<file path="src/rtl/core/suffix_array_builder_defines.svh">
// ----------------------------------------------------------------------------
// Suffix array builder assertion macros
// Shared property wrappers for the concurrent checks at the top level.
// ----------------------------------------------------------------------------
`ifndef SUFFIX_ARRAY_BUILDER_DEFINES_SVH
`define SUFFIX_ARRAY_BUILDER_DEFINES_SVH

// The consequent must hold in the same cycle as the antecedent.
`define SAB_ASSERT_SAME(label, clk, rst, ante, cons) \
  label: assert property (@(posedge clk) disable iff (rst) (ante) |-> (cons)) \
    else $error("suffix_array_builder: same-cycle check failed");

// The consequent must hold in the cycle after the antecedent.
`define SAB_ASSERT_NEXT(label, clk, rst, ante, cons) \
  label: assert property (@(posedge clk) disable iff (rst) (ante) |=> (cons)) \
    else $error("suffix_array_builder: next-cycle check failed");

`endif

</file>
<file path="src/rtl/core/sab_pkg.sv">
// ----------------------------------------------------------------------------
// Suffix array builder package
// Shared constants, datapath operation codes and control/status structs.
// ----------------------------------------------------------------------------
package sab_pkg;

  localparam int MAX_POSITIONS_DEF = 1024;
  localparam int ALPHABET_SIZE_DEF = 256;
  localparam int CHAR_W            = 8;
  localparam int RANK_W            = 10;

  localparam logic [CHAR_W-1:0] SENTINEL_RESET = 8'd36;

  localparam logic REQ_LOAD = 1'b0;
  localparam logic REQ_READ = 1'b1;

  typedef enum logic [3:0] {
    OP_NONE,
    OP_SENT,
    OP_CLR,
    OP_CNT_A,
    OP_SUM,
    OP_SCAT_A,
    OP_CLS0,
    OP_SHF,
    OP_CNT_N,
    OP_SCAT_N,
    OP_RENUM,
    OP_COPY,
    OP_DBL,
    OP_FIN
  } dp_op_t;

  typedef struct packed {
    dp_op_t     op;
    logic [1:0] sub;
    logic       lim_alpha;
    logic       cnt_zero;
    logic       cnt_top;
    logic       cnt_inc;
    logic       cnt_dec;
    logic       load_en;
    logic       read_en;
  } sab_cmd_t;

  typedef struct packed {
    logic last;
    logic shift_lt_n;
  } sab_stat_t;

endpackage

</file>
<file path="src/rtl/core/sab_ctrl.sv">
// ----------------------------------------------------------------------------
// Suffix array builder controller
// Sequences the build passes and element sub-steps, and accepts transactions.
// ----------------------------------------------------------------------------
module sab_ctrl (
  input  logic                clk,
  input  logic                rst,
  input  logic                start,
  input  logic                req_type,
  input  logic                last_char,
  input  sab_pkg::sab_stat_t  stat,
  output sab_pkg::sab_cmd_t   cmd,
  output logic                busy
);

  typedef enum logic [3:0] {
    S_IDLE, S_SENT, S_CLR_A, S_CNT_A, S_SUM_A, S_SCAT_A, S_CLS0, S_CHK,
    S_SHF, S_CLR_N, S_CNT_N, S_SUM_N, S_SCAT_N, S_RENUM, S_COPY, S_DBL
  } state_t;

  state_t     state, state_next, nxt;
  logic [1:0] sub, sub_next, nsub;
  logic       elem, back, nxt_back;

  always_comb begin
    cmd        = '0;
    cmd.op     = sab_pkg::OP_NONE;
    cmd.sub    = sub;
    state_next = state;
    sub_next   = sub;
    nxt        = S_IDLE;
    nsub       = 2'd0;
    elem       = 1'b0;
    back       = 1'b0;
    nxt_back   = 1'b0;
    unique case (state)
      S_IDLE: begin
        cmd.load_en = start && (req_type == sab_pkg::REQ_LOAD);
        cmd.read_en = start && (req_type == sab_pkg::REQ_READ);
        if (cmd.load_en && last_char) begin
          state_next = S_SENT;
        end
      end
      S_SENT: begin
        cmd.op       = sab_pkg::OP_SENT;
        cmd.cnt_zero = 1'b1;
        sub_next     = 2'd0;
        state_next   = S_CLR_A;
      end
      S_CLR_A: begin
        cmd.op = sab_pkg::OP_CLR; cmd.lim_alpha = 1'b1;
        elem = 1'b1; nsub = 2'd0; nxt = S_CNT_A;
      end
      S_CNT_A: begin
        cmd.op = sab_pkg::OP_CNT_A;
        elem = 1'b1; nsub = 2'd2; nxt = S_SUM_A;
      end
      S_SUM_A: begin
        cmd.op = sab_pkg::OP_SUM; cmd.lim_alpha = 1'b1;
        elem = 1'b1; nsub = 2'd1; nxt = S_SCAT_A;
      end
      S_SCAT_A: begin
        cmd.op = sab_pkg::OP_SCAT_A;
        elem = 1'b1; nsub = 2'd2; nxt = S_CLS0;
      end
      S_CLS0: begin
        cmd.op = sab_pkg::OP_CLS0;
        elem = 1'b1; nsub = 2'd2; nxt = S_CHK;
      end
      S_CHK: begin
        sub_next = 2'd0;
        if (stat.shift_lt_n) begin
          cmd.cnt_zero = 1'b1;
          state_next   = S_SHF;
        end else begin
          cmd.op     = sab_pkg::OP_FIN;
          state_next = S_IDLE;
        end
      end
      S_SHF: begin
        cmd.op = sab_pkg::OP_SHF;
        elem = 1'b1; nsub = 2'd1; nxt = S_CLR_N;
      end
      S_CLR_N: begin
        cmd.op = sab_pkg::OP_CLR;
        elem = 1'b1; nsub = 2'd0; nxt = S_CNT_N;
      end
      S_CNT_N: begin
        cmd.op = sab_pkg::OP_CNT_N;
        elem = 1'b1; nsub = 2'd3; nxt = S_SUM_N;
      end
      S_SUM_N: begin
        cmd.op = sab_pkg::OP_SUM;
        elem = 1'b1; nsub = 2'd1; nxt = S_SCAT_N; nxt_back = 1'b1;
      end
      S_SCAT_N: begin
        cmd.op = sab_pkg::OP_SCAT_N;
        elem = 1'b1; nsub = 2'd3; nxt = S_RENUM; back = 1'b1;
      end
      S_RENUM: begin
        cmd.op = sab_pkg::OP_RENUM;
        elem = 1'b1; nsub = 2'd2; nxt = S_COPY;
      end
      S_COPY: begin
        cmd.op = sab_pkg::OP_COPY;
        elem = 1'b1; nsub = 2'd1; nxt = S_DBL;
      end
      S_DBL: begin
        cmd.op     = sab_pkg::OP_DBL;
        state_next = S_CHK;
      end
      default: begin
        state_next = S_IDLE;
      end
    endcase

    // Common stepping for the per-element passes.
    if (elem) begin
      if (sub == nsub) begin
        sub_next = 2'd0;
        if (stat.last) begin
          state_next = nxt;
          if (nxt_back) begin
            cmd.cnt_top = 1'b1;
          end else begin
            cmd.cnt_zero = 1'b1;
          end
        end else if (back) begin
          cmd.cnt_dec = 1'b1;
        end else begin
          cmd.cnt_inc = 1'b1;
        end
      end else begin
        sub_next = sub + 2'd1;
      end
    end
  end

  always_ff @(posedge clk) begin
    if (rst) begin
      state <= S_IDLE;
      sub   <= 2'd0;
      busy  <= 1'b0;
    end else begin
      state <= state_next;
      sub   <= sub_next;
      busy  <= (state_next != S_IDLE);
    end
  end

endmodule

</file>
<file path="config.mk">
export PLATFORM = sky130hd
export DESIGN_NAME = sab_ctrl
export DESIGN_NICKNAME = d
export VERILOG_FILES = /design/src/rtl/core/suffix_array_builder_defines.svh /design/src/rtl/core/sab_pkg.sv /design/src/rtl/core/sab_ctrl.sv
export SDC_FILE = /design/constraint.sdc
export NUM_CORES = 1
export LEC_CHECK = 0
export BUFFER_PORTS_ARGS = -buffer_cell sky130_fd_sc_hd__buf_2
export CAP_MARGIN = 5
export CELL_PAD_IN_SITES_DETAIL_PLACEMENT = 1
export CELL_PAD_IN_SITES_GLOBAL_PLACEMENT = 2
export CORE_MARGIN = 4
export CORE_UTILIZATION = 25
export DETAILED_ROUTE_END_ITERATION = 10
export PLACE_DENSITY_LB_ADDON = 0.1
export SLEW_MARGIN = 5
export SYNTH_ARGS = -nofsm -noshare
export SYNTH_HDL_FRONTEND = slang
export SYNTH_SLANG_ARGS = --single-unit
</file>
<file path="constraint.sdc">
create_clock -name clk -period 2 [get_ports clk]
set_input_delay 0.1 -clock clk [delete_from_list [all_inputs] [get_ports clk]]
set_output_delay 0.1 -clock clk [all_outputs]
set_load 0.01 [all_outputs]
</file>
* Word-level counts from Yosys, hierarchy flattened
Cells that the tools add are included.
** Storage, ports and cells
- Input bits :: 7
- Register bits after elaboration :: 7
- Output and inout bits :: 14
** Operators by class
- Reductions and logical operators :: 14
- Equal/unequal tests :: 16
- Bitwise operators :: 1
- Add/sub/neg operators :: 1
- Mux-type cells :: 28
** Operators with widths (count)
- $pmux W4 S13 :: 1
- $pmux W4 S12 :: 1
- $eq A4 B4 Y1 const B :: 8
- $mux W4 :: 8
- $eq A4 B3 Y1 const B :: 4
- $pmux W4 S4 :: 1
- $mux W2 :: 6
- $reduce_or A12 Y1 :: 1
- $reduce_or A2 Y1 :: 5
- $mux W1 :: 9
- $eq A4 B2 Y1 const B :: 2
- $reduce_or A4 Y1 :: 2
- $pmux W2 S3 :: 1
- $eq A4 B1 Y1 const B :: 1
- $logic_not A4 Y1 :: 1
- $reduce_bool A4 Y1 :: 1
- $logic_and A1 B1 Y1 :: 3
- $add A2 B1 Y2 const B :: 1
- $eq A2 B2 Y1 :: 1
- $pmux W1 S2 :: 1
- $reduce_bool A2 Y1 :: 1
- $not A1 Y1 :: 1

* Logic depth before layout (Yosys ltp)
- Depth in word-level cells :: 9
- Mapped depth :: 8
- Depth with buffers taken out :: 6

* Worst setup path before layout
No wires, ideal clock.
- Path kind :: register to output
- Start point :: register state[2]
- End point :: output port cmd[5] in the netlist's numbering
- Required time :: 1900 ps
- Arrival time :: 1908 ps
- Setup slack :: -8 ps
- Cell stages (with the launch flop) :: 9
- Path buffers :: 2
- Cells stage by stage :: dfxtp_1 -> buf_6 -> or2_1 -> buf_6 -> or4_4 -> o211ai_2 -> o21ai_2 -> o211a_1 -> o32ai_2
** RTL lines
- start, declared :: RTL line sab_ctrl.sv:21 : state_t state, state_next, nxt;
- start signal, assigned :: RTL line sab_ctrl.sv:145 : state <= state_next;
- end, declared :: RTL line sab_ctrl.sv:12 : output sab_pkg::sab_cmd_t cmd,

==> out/metrics.cfg <==
[status]
status=finished, violations left
violations=setup timing

[worst_setup_path]
start_kind=register
worstReg2RegEnd=busy
worst-path-buf-inv=1
path_cells=or2_1 -> or4_4 -> o211ai_4 -> o21ai_2 -> o211a_1 -> o32ai_2 -> buf_2
cp_max_fo=6
end_kind=output port
critPathSlowestCell=or4_4
reg2reg_slack_ns=0.10
crit_family=simple AND/OR/NAND/NOR gates
r2r-start=state[0]
critPathMaxStageDelay_ns=0.43
rr_worst_depth=9
startpoint=state[2]
cp.depth=7
worstPathRequired_ns=1.90
crit_type=register to output port
endpoint=cmd[5]
arrival_ns=2.06

[die]
fp.dieW_um=66.8
start_util=0.259
die_area_mm2=0.00446
pin_count=21
num_rows=21
core_area_mm2=0.00334
die_h_um=66.8

[clocking]
insertion_delay_ns=0.26
cts_made_buffers=3
cts_sinks=7
cts_buffer_depth=2
cts_root_buf=clkbuf_4
h-tree-depth=1
holdBufCountCts=0
clk_pin_slew_worst_paths_ns=0.06
cts_tree=built

[timing]
maxSlewHeadroom=0.798
max_freq_mhz=463
setup_slack_ns=-0.159
rsz0062_at_grt=true
setup_viol=3
finalMaxSlewViolations=0
min_period_ns=2.16
finalHoldViolCount=0
clock_skew_ns=0.00114
worstMarginPinSlew_ns=0.301
hold_slack_ns=0.105
fin_crit_sh=1.08

[route]
vias=1103
via_per_inst=5.23
drc=0
ant_nets=0
avgRoutedWirePerCell_um=16.5
topRoutingLayerUsed=met4
first_iter_violations=44
drt-pass1-iter-count=4
wirelength_mm=3.48
dr_wl_met3_um=123
met2_length_mm=1.68
wl_met1_mm=1.62

[power]
power.leakage_nw=0.548
ir_drop_mv=0.187
power_per_cell_area_mw_per_mm2=539

[global_route]
grt_remaining_overflow=0
grtUsageTotal=0.169
grt_first_pass_wirelength_mm=5.81
grt_pass1_vias=1150
antenna_found_initial=0
grt_max_degree=24

[logic_synthesis]
synthCells=129
yosys_register_bits=7
yosysSeqAreaShare=0.162
synth-main-ff-cell=dfxtp_1
synth_edf_count=0
yosysTopAreaCellShare=0.162
synth_cell_type_count=45
synth_area_um2=865
async_reset_ff_frac=0
synthTopCellsByArea=dfxtp_1 16%, o21ai_0 8.1%, nor2_1 6.1%
synth_area_per_cell_um2=6.70
yosysTopAreaCell=dfxtp_1
yosysWarnings=0
synth_nets=136

[place]
io_buffer_count=20
dp_hpwl_mm=2.63
dpl.cell_count=202
place_congestion=0.879
dp_slack_ns=0.0828

[hold_path]
worst_hold_path_type=primary input to register

[final_layout]
final_cells=211
n_antenna_cell=0
finalNetCount=173
area_growth_pct=42.1
drive_gt1_frac=0.388

[run]
drv_cap=0

==> where the power goes <==
group / switching [mW] / internal [mW]
Combinational: 0.195 / 0.164
Sequential: 0.0135 / 0.151
Clock: 0.0617 / 0.0768
Total: 0.270 / 0.392
==> cell usage after synthesis (2+ instances only) <==
cell type  count
nor2_1        14
o21ai_0       14
nand2_1       11
dfxtp_1        7
nor2b_1        7
a21oi_1        6
clkbuf_1       5
buf_1          4
xnor2_1        4
a22oi_1        3
a31oi_1        3
buf_2          3
inv_1          3
nand3_1        3
nor3_1         3
nor4_1         3
a211oi_1       2
buf_6          2
mux2i_1        2
nand2b_1       2
nor3b_1        2
o211ai_1       2
o22ai_1        2
==> logic make-up (layout without fill, tap and decap cells) <==
kind of cell	after synthesis	count (layout)	share of synthesized area
xor+xnor	5	5	0.0506
flops	7	7	0.162
mux	2	2	0.0232
simple gates	56	56	0.344
compound gates	42	42	0.324
buf+inv	17	53	0.0955
==> worst min-delay path by stage <==
stage,start,endpoint,slack [ns],depth (start not counted)
finish,rst,state[2],0.11,2
global route,rst,state[2],0.12,2
CTS,rst,state[2],0.1,2
detailed placement,rst,state[2],0.39,2
global placement,rst,state[2],0.39,2
floorplan,rst,state[2],0.17,1
==> placed cells by master, fill, tap and decap left out, types with 3 or more instances in the layout <==
cell and count:
a22oi_1 3, nand3_1 3, clkbuf_4 3, a21oi_1 6
o21ai_0 13, nor3_1 3, nor2b_1 6, buf_2 20
buf_4 23, nand2_1 10, dfxtp_4 3, xnor2_1 4
nor2_1 13, a31oi_1 3
==> state kept, by name (all words and copies together), names as in the netlist <==
register,count
busy,1
state,4
sub,2
==> metrics by stage <==
stage	area, um^2	utilization	setup TNS (ns)	power (mW)
after floorplan	865	-	0	0.364
after global placement	1120	0.336	0	0.493
after detailed placement	1120	0.336	0	0.496
after CTS	1200	0.360	-0.392	0.660
after global routing	1230	0.368	-0.597	0.715
final	1230	0.368	-0.377	0.662
==> worst reg2reg max path, stage by stage, from the launching register on <==
cell and delay, ns:
dfxtp_4 0.36, buf_12 0.13, nor2b_2 0.15, o21ai_0 0.17, o211ai_1 0.16, buf_4 0.17, buf_4 0.13, nor4_1 0.21
nand3b_1 0.21, a31oi_1 0.10
==> layout make-up <==
type / instances / area, um^2
inverter: 3 / 11.3
clock buffer: 4 / 26.3
fill: 449 / 2110
tap: 46 / 57.6
timing repair buffer: 46 / 315
multi-input combinational: 105 / 664
sequential: 7 / 154
==> repair_timing <==
action                     4_1_cts  5_1_grt
pin swaps                        2        2
setup endpoints to repair        3        4
cloned                           0        0
gates resized for setup         11        7
buffers inserted                 3        3
==> per-layer routing <==
layer | track usage | vias up
met4 | 0.0508 | 0
met1 | 0.216 | 532
met5 | 0 | -
met3 | 0.0371 | 6
met2 | 0.281 | 25
li1 | - | 540
Note: power is estimated with default switching activity, not from simulation.
